$ cat config.mk
export PLATFORM = sky130hd
export DESIGN_NAME = waveform_column_min_max_unit
export DESIGN_NICKNAME = d
export VERILOG_FILES = /design/src/rtl/wcmm_pkg.sv /design/src/rtl/wcmm_ctrl.sv /design/src/rtl/wcmm_datapath.sv /design/src/rtl/waveform_column_min_max_unit.sv
export SDC_FILE = /design/constraint.sdc
export NUM_CORES = 2
export LEC_CHECK = 0
export ABC_AREA = 1
export CORE_ASPECT_RATIO = 0.7
export CORE_MARGIN = 2
export CORE_UTILIZATION = 50
export CTS_CLUSTER_SIZE = 28
export DETAILED_ROUTE_END_ITERATION = 8
export DONT_BUFFER_PORTS = 1
export MAX_ROUTING_LAYER = met4
export SLEW_MARGIN = 15
export SYNTH_ARGS = -nofsm -noshare
export SYNTH_HDL_FRONTEND = slang
export SYNTH_SLANG_ARGS = --single-unit
$ cat constraint.sdc
create_clock -name i_clk -period 11.6 [get_ports i_clk]
set_clock_uncertainty 0.2 [all_clocks]
set_input_delay 0.58 -clock i_clk [delete_from_list [all_inputs] [get_ports i_clk]]
set_output_delay 0.58 -clock i_clk [all_outputs]
set_load 0.02 [all_outputs]
$ cat src/rtl/wcmm_pkg.sv
// Package for the waveform column min/max unit.
// Holds widths, scaling constants and the controller/datapath interface types.
// No dependencies.
`default_nettype none

package wcmm_pkg;

    // Sample counter and column widths
    localparam int SAMPLE_COUNT_BITS = 24;
    localparam int MAX_COLUMNS       = 4096;
    localparam int COL_W             = $clog2(MAX_COLUMNS + 1);
    localparam int IDX_W             = 12;
    localparam int SAMPLE_W          = 16;
    localparam int HEIGHT_W          = 12;
    localparam int Y_W               = 16;
    localparam int CFG_DATA_W        = 24;
    localparam int CFG_INDEX_W       = 2;

    // Register indexes of the configuration port
    localparam logic [CFG_INDEX_W-1:0] REG_TOTAL_SAMPLES = 2'd0;
    localparam logic [CFG_INDEX_W-1:0] REG_COLUMN_COUNT  = 2'd1;
    localparam logic [CFG_INDEX_W-1:0] REG_ROW_HEIGHT    = 2'd2;

    // Line end scaling: y = floor((h * (40960 - v) + 2560) / 5120)
    localparam int DIFF_W   = 17;
    localparam int PROD_W   = DIFF_W + HEIGHT_W;
    localparam int Q_W      = PROD_W - 10;
    localparam int RECIP_W  = 20;
    localparam int RECIP_SH = 22;
    localparam int EST_W    = Q_W + RECIP_W;
    localparam int QUOT_W   = EST_W - RECIP_SH;
    localparam logic signed [DIFF_W:0] CENTER_OFFSET = 18'sd40960;
    localparam logic [PROD_W-1:0]      ROUND_HALF    = 29'd2560;
    // floor(2^22 / 5); the estimate falls short by at most one
    localparam logic [RECIP_W-1:0]     RECIP_FIVE    = 20'd838860;
    localparam logic [Q_W-1:0]         DIVISOR_FIVE  = 19'd5;
    localparam logic [QUOT_W-1:0]      Y_MAX         = 17'd65535;

    // Commands from controller to datapath
    typedef struct packed {
        logic take_sample;
        logic load_result;
    } t_cmd;

    // Status from datapath to controller
    typedef struct packed {
        logic closes;
    } t_status;

    // Clip length with zero read as one
    function automatic logic [SAMPLE_COUNT_BITS-1:0] eff_samples(
        input logic [SAMPLE_COUNT_BITS-1:0] n
    );
        eff_samples = (n == '0) ? SAMPLE_COUNT_BITS'(1) : n;
    endfunction

    // Column count with zero read as one, saturated to the maximum and to N
    function automatic logic [COL_W-1:0] eff_columns(
        input logic [COL_W-1:0]             cols,
        input logic [SAMPLE_COUNT_BITS-1:0] n
    );
        logic [COL_W-1:0]             w;
        logic [SAMPLE_COUNT_BITS-1:0] ne;
        ne = eff_samples(n);
        w  = (cols == '0) ? COL_W'(1) : cols;
        if (w > COL_W'(MAX_COLUMNS)) w = COL_W'(MAX_COLUMNS);
        if (SAMPLE_COUNT_BITS'(w) > ne) w = ne[COL_W-1:0];
        eff_columns = w;
    endfunction

endpackage

`default_nettype wire

$ cat src/rtl/wcmm_ctrl.sv
// Controller of the waveform column min/max unit.
// Sequences sample intake, the scaling pipeline states and result handoff.
// Depends on wcmm_pkg.
`default_nettype none

module wcmm_ctrl (
    input  wire              i_clk,
    input  wire              i_rst_n,
    input  wire              i_valid,
    output logic             o_ready,
    output logic             o_valid,
    input  wire              i_ready,
    input  wcmm_pkg::t_status i_status,
    output wcmm_pkg::t_cmd    o_cmd
);
    import wcmm_pkg::*;

    typedef enum logic [5:0] {
        S_RUN = 6'b000001,
        S_MUL = 6'b000010,
        S_DIV = 6'b000100,
        S_EST = 6'b001000,
        S_FIX = 6'b010000,
        S_OUT = 6'b100000
    } t_state;

    t_state r_state;
    t_state n_state;

    // Decode handshakes and commands
    always_comb begin
        o_ready           = (r_state == S_RUN);
        o_valid           = (r_state == S_OUT);
        o_cmd.take_sample = (r_state == S_RUN) && i_valid;
        o_cmd.load_result = (r_state == S_FIX);
    end

    // Advance through scaling once a column closes
    always_comb begin
        n_state = r_state;
        case (r_state)
            S_RUN: begin
                if (i_valid && i_status.closes) n_state = S_MUL;
            end
            S_MUL: n_state = S_DIV;
            S_DIV: n_state = S_EST;
            S_EST: n_state = S_FIX;
            S_FIX: n_state = S_OUT;
            S_OUT: begin
                if (i_ready) n_state = S_RUN;
            end
            default: n_state = S_RUN;
        endcase
    end

    always_ff @(posedge i_clk) begin
        if (!i_rst_n) begin
            r_state <= S_RUN;
        end else begin
            r_state <= n_state;
        end
    end

endmodule

`default_nettype wire

$ cat src/rtl/wcmm_datapath.sv
// Datapath of the waveform column min/max unit.
// Holds configuration, boundary accumulator, running min/max and line-end scaling.
// Depends on wcmm_pkg.
`default_nettype none

module wcmm_datapath (
    input  wire                                    i_clk,
    input  wire                                    i_rst_n,
    input  wire                                    i_cfg_we,
    input  wire [wcmm_pkg::CFG_INDEX_W-1:0]        i_cfg_index,
    input  wire [wcmm_pkg::CFG_DATA_W-1:0]         i_cfg_data,
    input  wire signed [wcmm_pkg::SAMPLE_W-1:0]    i_sample,
    input  wcmm_pkg::t_cmd                         i_cmd,
    output wcmm_pkg::t_status                      o_status,
    output logic [wcmm_pkg::IDX_W-1:0]             o_column,
    output logic [wcmm_pkg::Y_W-1:0]               o_top_y,
    output logic [wcmm_pkg::Y_W-1:0]               o_bottom_y,
    output logic                                   o_last_column
);
    import wcmm_pkg::*;

    // Configuration registers
    logic [SAMPLE_COUNT_BITS-1:0] r_total,  n_total;
    logic [COL_W-1:0]             r_cols,   n_cols;
    logic [HEIGHT_W-1:0]          r_height, n_height;
    logic                         cfg_hit;

    // Column tracking state
    logic [SAMPLE_COUNT_BITS-1:0] r_acc,    n_acc;
    logic [IDX_W-1:0]             r_idx,    n_idx;
    logic signed [SAMPLE_W-1:0]   r_min,    n_min;
    logic signed [SAMPLE_W-1:0]   r_max,    n_max;

    // Closed column snapshot; lane 0 is the maximum, lane 1 the minimum
    logic signed [SAMPLE_W-1:0]   r_lane_v [2];
    logic [IDX_W-1:0]             r_res_col;
    logic                         r_res_last;

    // Scaling pipeline
    logic [PROD_W-1:0]            r_prod [2];
    logic [Q_W-1:0]               r_q    [2];
    logic [EST_W-1:0]             r_est  [2];
    logic [QUOT_W-1:0]            y_fix  [2];
    logic [Y_W-1:0]               y_out  [2];

    logic [SAMPLE_COUNT_BITS-1:0] cur_n, new_n;
    logic [COL_W-1:0]             cur_w, new_w;
    logic signed [SAMPLE_W-1:0]   s_min, s_max;
    logic                         closes, last;

    // Decode the configuration write
    always_comb begin
        n_total  = r_total;
        n_cols   = r_cols;
        n_height = r_height;
        cfg_hit  = 1'b0;
        if (i_cfg_we) begin
            case (i_cfg_index)
                REG_TOTAL_SAMPLES: begin
                    n_total = i_cfg_data[SAMPLE_COUNT_BITS-1:0];
                    cfg_hit = 1'b1;
                end
                REG_COLUMN_COUNT: begin
                    n_cols  = i_cfg_data[COL_W-1:0];
                    cfg_hit = 1'b1;
                end
                REG_ROW_HEIGHT: begin
                    n_height = i_cfg_data[HEIGHT_W-1:0];
                    cfg_hit  = 1'b1;
                end
                default: cfg_hit = 1'b0;
            endcase
        end
    end

    // Effective clip length and column count, current and after the write
    always_comb begin
        cur_n = eff_samples(r_total);
        cur_w = eff_columns(r_cols, r_total);
        new_n = eff_samples(n_total);
        new_w = eff_columns(n_cols, n_total);
    end

    // Fold the sample into the running extremes and test the column boundary
    always_comb begin
        s_min  = (i_sample < r_min) ? i_sample : r_min;
        s_max  = (i_sample > r_max) ? i_sample : r_max;
        closes = (r_acc < SAMPLE_COUNT_BITS'(cur_w));
        last   = ((COL_W'(r_idx) + COL_W'(1)) >= cur_w);
        o_status.closes = closes;
    end

    // Next column state: rearm on config, else step on each taken sample
    always_comb begin
        n_acc = r_acc;
        n_idx = r_idx;
        n_min = r_min;
        n_max = r_max;
        if (cfg_hit) begin
            n_acc = new_n - SAMPLE_COUNT_BITS'(new_w);
            n_idx = '0;
            n_min = '0;
            n_max = '0;
        end else if (i_cmd.take_sample) begin
            if (!closes) begin
                n_acc = r_acc - SAMPLE_COUNT_BITS'(cur_w);
                n_min = s_min;
                n_max = s_max;
            end else if (last) begin
                n_acc = cur_n - SAMPLE_COUNT_BITS'(cur_w);
                n_idx = '0;
                n_min = '0;
                n_max = '0;
            end else begin
                n_acc = r_acc + cur_n - SAMPLE_COUNT_BITS'(cur_w);
                n_idx = r_idx + IDX_W'(1);
                n_min = '0;
                n_max = '0;
            end
        end
    end

    always_ff @(posedge i_clk) begin
        if (!i_rst_n) begin
            r_total  <= SAMPLE_COUNT_BITS'(1);
            r_cols   <= COL_W'(1);
            r_height <= HEIGHT_W'(1);
            r_acc    <= '0;
            r_idx    <= '0;
            r_min    <= '0;
            r_max    <= '0;
        end else begin
            r_total  <= n_total;
            r_cols   <= n_cols;
            r_height <= n_height;
            r_acc    <= n_acc;
            r_idx    <= n_idx;
            r_min    <= n_min;
            r_max    <= n_max;
        end
    end

    // Capture the closed column
    always_ff @(posedge i_clk) begin
        if (i_cmd.take_sample && closes) begin
            r_lane_v[0] <= s_max;
            r_lane_v[1] <= s_min;
            r_res_col   <= r_idx;
            r_res_last  <= last;
        end
    end

    // Scale both extremes: multiply, round and shift, then reciprocal divide by five
    always_ff @(posedge i_clk) begin
        for (int l = 0; l < 2; l++) begin
            r_prod[l] <= PROD_W'(r_height *
                         DIFF_W'(CENTER_OFFSET - (DIFF_W + 1)'(r_lane_v[l])));
            r_q[l]    <= Q_W'((r_prod[l] + ROUND_HALF) >> 10);
            r_est[l]  <= EST_W'(r_q[l]) * EST_W'(RECIP_FIVE);
        end
    end

    // Correct the quotient estimate by one where the remainder reaches five
    always_comb begin
        for (int l = 0; l < 2; l++) begin
            logic [QUOT_W-1:0] t;
            logic [Q_W-1:0]    rem;
            t   = r_est[l][EST_W-1:RECIP_SH];
            rem = r_q[l] - (Q_W'(t) << 2) - Q_W'(t);
            y_fix[l] = (rem >= DIVISOR_FIVE) ? t + QUOT_W'(1) : t;
            y_out[l] = (y_fix[l] > Y_MAX) ? Y_MAX[Y_W-1:0] : y_fix[l][Y_W-1:0];
        end
    end

    // Hold the result until taken
    always_ff @(posedge i_clk) begin
        if (i_cmd.load_result) begin
            o_column      <= r_res_col;
            o_top_y       <= y_out[0];
            o_bottom_y    <= y_out[1];
            o_last_column <= r_res_last;
        end
    end

endmodule

`default_nettype wire

$ cat src/rtl/waveform_column_min_max_unit.sv
// Top level of the waveform column min/max unit.
// Joins the controller and the datapath. Depends on wcmm_pkg, wcmm_ctrl, wcmm_datapath.
`default_nettype none

// Splits a stream of signed Q1.15 samples into display columns and reports,
// per closed column, the top and bottom line ends in 1/16-pixel units. A
// sample that does not close a column leaves the input ready, so a clip streams
// at one sample per clock between column ends. A sample that closes a column
// passes through intake and the multiply, round-and-shift, reciprocal-multiply
// and correction stages of the scaling pipeline before the result is shown,
// and the input stays stalled until that result is taken. Any write to a known
// register restarts the clip at column zero and drops a partial column.
module waveform_column_min_max_unit (
    input  wire                                 i_clk,
    input  wire                                 i_rst_n,
    input  wire                                 i_cfg_we,
    input  wire [wcmm_pkg::CFG_INDEX_W-1:0]     i_cfg_index,
    input  wire [wcmm_pkg::CFG_DATA_W-1:0]      i_cfg_data,
    input  wire                                 i_valid,
    output logic                                o_ready,
    input  wire signed [wcmm_pkg::SAMPLE_W-1:0] i_sample,
    output logic                                o_valid,
    input  wire                                 i_ready,
    output logic [wcmm_pkg::IDX_W-1:0]          o_column,
    output logic [wcmm_pkg::Y_W-1:0]            o_top_y,
    output logic [wcmm_pkg::Y_W-1:0]            o_bottom_y,
    output logic                                o_last_column
);
    import wcmm_pkg::*;

    t_cmd    cmd;
    t_status status;

    // Sequence the transactions
    wcmm_ctrl u_ctrl (
        .i_clk    (i_clk),
        .i_rst_n  (i_rst_n),
        .i_valid  (i_valid),
        .o_ready  (o_ready),
        .o_valid  (o_valid),
        .i_ready  (i_ready),
        .i_status (status),
        .o_cmd    (cmd)
    );

    // Track columns and scale the line ends
    wcmm_datapath u_datapath (
        .i_clk         (i_clk),
        .i_rst_n       (i_rst_n),
        .i_cfg_we      (i_cfg_we),
        .i_cfg_index   (i_cfg_index),
        .i_cfg_data    (i_cfg_data),
        .i_sample      (i_sample),
        .i_cmd         (cmd),
        .o_status      (status),
        .o_column      (o_column),
        .o_top_y       (o_top_y),
        .o_bottom_y    (o_bottom_y),
        .o_last_column (o_last_column)
    );

endmodule

`default_nettype wire

==> reports/results.ini <==
[sta]
hold_viol = 0
finalSetupTns_ns = 0
fmax_ghz = 0.142
relSlewSlack_pct = 16.5
finalCritPeriodShare_pct = 60.8
setup_viol_count_final = 0
maxSlewViolCount = 0
worst_pin_slew_ns = 1.25
finalCriticalPeriod_ns = 7.06
rsz0062_at_grt = no

[layout]
design_area_um2 = 52100
final_common_cell = nand2_1
area_growth_pct = 5.72
fin_cells = 7891
drive_above_1_share_pct = 2.36
fillCellCount = 9666
layout_common_cells = nand2_1 (1,466), inv_1 (1,419), ha_1 (615), fa_1 (582), nor2_1 (492)
nets = 7780

[yosys]
ys_types = 56
seq_area_frac_synth_pct = 15.0
yosys_warnings = 0
async_flop_share_pct = 0
syn_inst = 6585
synth_area_um2 = 49300
ys_ff_latch = 325
synth_edf_count = 90
synth_area_per_cell_um2 = 7.48
synthFlopType = dfxtp_1
synth_nets = 7829

[setup_path]
end_kind = register
crit_arrival_ns = 7.06
r2r_end = u_datapath.r_lane_v[0][23]$_DFFE_PP_
path_max_fanout = 46
cp_data_required_time_ns = 11.60
rr_startpoint = u_datapath.r_total[16]$_SDFF_PN0_
r2r_setup_slack_ns = 4.54
critical_path_class = register to register
crit_path_start_kind = register
r2r_cells = 25

[cts]
numClockSinks = 325
cts-root-buf = clkbuf_16
path_clk_slew_ns = 0.06
ctsLongestPathBuffers = 3
cts_tree = done
clock_latency_ns = 0.60
cts.htree.levels = 2
ctsResizeCount = 0
numCtsBuffers = 39

[status]
outcome = finished, final reports clean

[die]
die_w_um = 379
initial_utilization_pct = 50.3
die-height_um = 267
pin_count = 94
dieArea_um2 = 101000
rows = 96
core_area_um2 = 97900

[drt]
routedWlPerCell_um = 18.7
drt_iter0_markers = 4154
avgViaCountPerCell = 5.33
dr.pass1.iters = 8
wirelength_mm = 148
num_vias = 42091
drc_errors = 0
ant_nets = 0

[min_path]
hp-class = primary input to register
hp-start = i_cfg_data[1]
whs_endpoint = u_datapath.r_height[1]$_SDFFE_PN0P_
min_path_cells = 2

[placed_design]
gp_congestion = 1.04
dp_hpwl_mm = 123
dpl_cell_area_um2 = 50600
placedCellCount = 7813
portBuffers = 0

[global_route]
track_usage_pct = 30.5
antenna_found_initial = 3
grt_pass1_wl_mm = 233
grt_max_degree = 47
grt_pass1_vias = 40759
grt_overflow = 0

[flow_run]
drv.max_cap_violation_count = 0

[layer usage]
layer | vias to the layer above | routed length, µm | part of all wire (%) | GRT usage [%]
li1 | 20463 | - | - | -
met3 | 140 | 15700 | 11 | 8.59
met1 | 19910 | 74500 | 50 | 46.8
met2 | 1578 | 55300 | 37 | 39.5
met4 | 0 | 2470 | 1.7 | 4.97
met5 | - | 0 | 0 | -
[worst max-delay path: stages (launching register included)]
cell,delay (ns)
dfxtp_1,0.31
nor2_1,0.15
inv_1,0.07
nor3_1,0.32
nand4_1,0.38
inv_1,0.20
a31oi_1,0.18
inv_1,0.15
ha_1,0.15
o21bai_1,0.07
a221oi_1,0.32
o211ai_1,0.13
nand2_1,0.07
nand2_1,0.13
nand2_1,0.50
o21ai_0,0.40
ha_1,0.45
a21oi_1,0.14
nand2_1,0.12
nand3_1,0.09
nand2_1,0.12
nand3_1,0.18
nand2_1,0.10
nor2_2,0.21
nand3_1,0.45
inv_2,0.98
[synth_stat cells, drive strengths merged, types with 2 or more instances]
master	n	share of area [%]
nand2	1480	11
inv	1426	11
ha	615	16
fa	582	24
nor2	507	4.0
a21oi	328	3.4
nand3	324	3.3
dfxtp	235	9.5
o21ai	234	2.4
xor2	160	2.8
nand4	122	1.6
clkbuf	98	0.75
edfxtp	90	5.5
nor3	75	0.78
xnor2	57	1.0
and2	41	0.52
nor4	32	0.41
buf	26	0.32
a31oi	23	0.29
a21o	20	0.30
clkinv	17	0.14
o211ai	16	0.24
o21a	16	0.24
o21bai	13	0.20
a221oi	8	0.14
nand3b	8	0.12
or2	7	0.089
and3	5	0.063
a211oi	4	0.061
o221ai	4	0.071
o2111ai	2	0.036
o31ai	2	0.030
[layout make-up]
class,instances,area [µm²],area share [%]
clock inverters,26,375,0.721
inverters,1443,5420,10.4
well taps,1323,1660,3.18
multi-input cells,4693,35900,69.0
diodes,3,7.51,0.0144
clock buffers,44,1010,1.95
flip-flops and latches,325,7410,14.2
repair buffers,34,278,0.533
[logic make-up (layout without fill, tap and decap cells)]
group | Yosys count | count (layout) | share of synthesized area (%)
other | 0 | 3 | 0
flip-flops | 325 | 325 | 15.0
AND/OR/NAND/NOR | 2604 | 2604 | 22.3
XOR/XNOR | 217 | 217 | 3.86
buffers and inverters | 1567 | 1547 | 12.1
adder cells (fa/ha/maj) | 1197 | 1197 | 39.3
AO/OA/AOI/OAI | 675 | 675 | 7.50
[state kept, by name, summed over array words and instances (netlist names), 6 cells and up]
name and flops:
u_datapath.o_top_y 16, u_datapath.r_q 38, u_datapath.r_prod 40, u_datapath.r_lane_v 32, u_datapath.r_total 24, u_datapath.r_height 12
u_datapath.r_res_col 12, u_datapath.r_cols 13, u_datapath.r_acc 24, u_datapath.r_est 34, u_datapath.r_max 16, u_ctrl.r_state 6
u_datapath.r_idx 12, u_datapath.o_bottom_y 16, u_datapath.r_min 16, u_datapath.o_column 12
[through the flow]
stage	hold WS (ns)	setup slack (ns)	utilization [%]
6_report	0.0326	4.54	53.2
5_1_grt	0.00986	3.89	53.2
4_1_cts	0.000685	4.62	53.2
3_5_place_dp	0.211	4.66	51.7
3_3_place_gp	0.207	4.68	51.7
2_1_floorplan	0.200	5.43	-
[worst max path at each step]
stage / cells after the start / start / slack, ns / to
after detailed placement: 30 / u_datapath.r_lane_v[0][0]$_DFFE_PP_ / 4.66 / u_datapath.r_prod[0][25]$_DFF_P_
after floorplan: 27 / u_datapath.r_lane_v[0][16]$_DFFE_PP_ / 5.43 / u_datapath.r_prod[0][54]$_DFF_P_
after global placement: 23 / u_datapath.r_lane_v[0][16]$_DFFE_PP_ / 4.68 / u_datapath.r_prod[0][54]$_DFF_P_
after global routing: 30 / u_datapath.r_lane_v[0][0]$_DFFE_PP_ / 3.89 / u_datapath.r_prod[0][25]$_DFF_P_
final: 25 / u_datapath.r_total[16]$_SDFF_PN0_ / 4.54 / u_datapath.r_lane_v[0][23]$_DFFE_PP_
after CTS: 30 / u_datapath.r_lane_v[0][0]$_DFFE_PP_ / 4.62 / u_datapath.r_prod[0][25]$_DFF_P_
[timing repair]
action	4_1_cts	5_1_grt
setup endpoints to repair	0	0
endpoints found under the hold margin	37	0
hold buffers	5	0
setup buffers	0	0
Power is left out: the tool's default activity adds up to more than one toggle a clock period on the data nets, which glitch-free logic cannot reach.
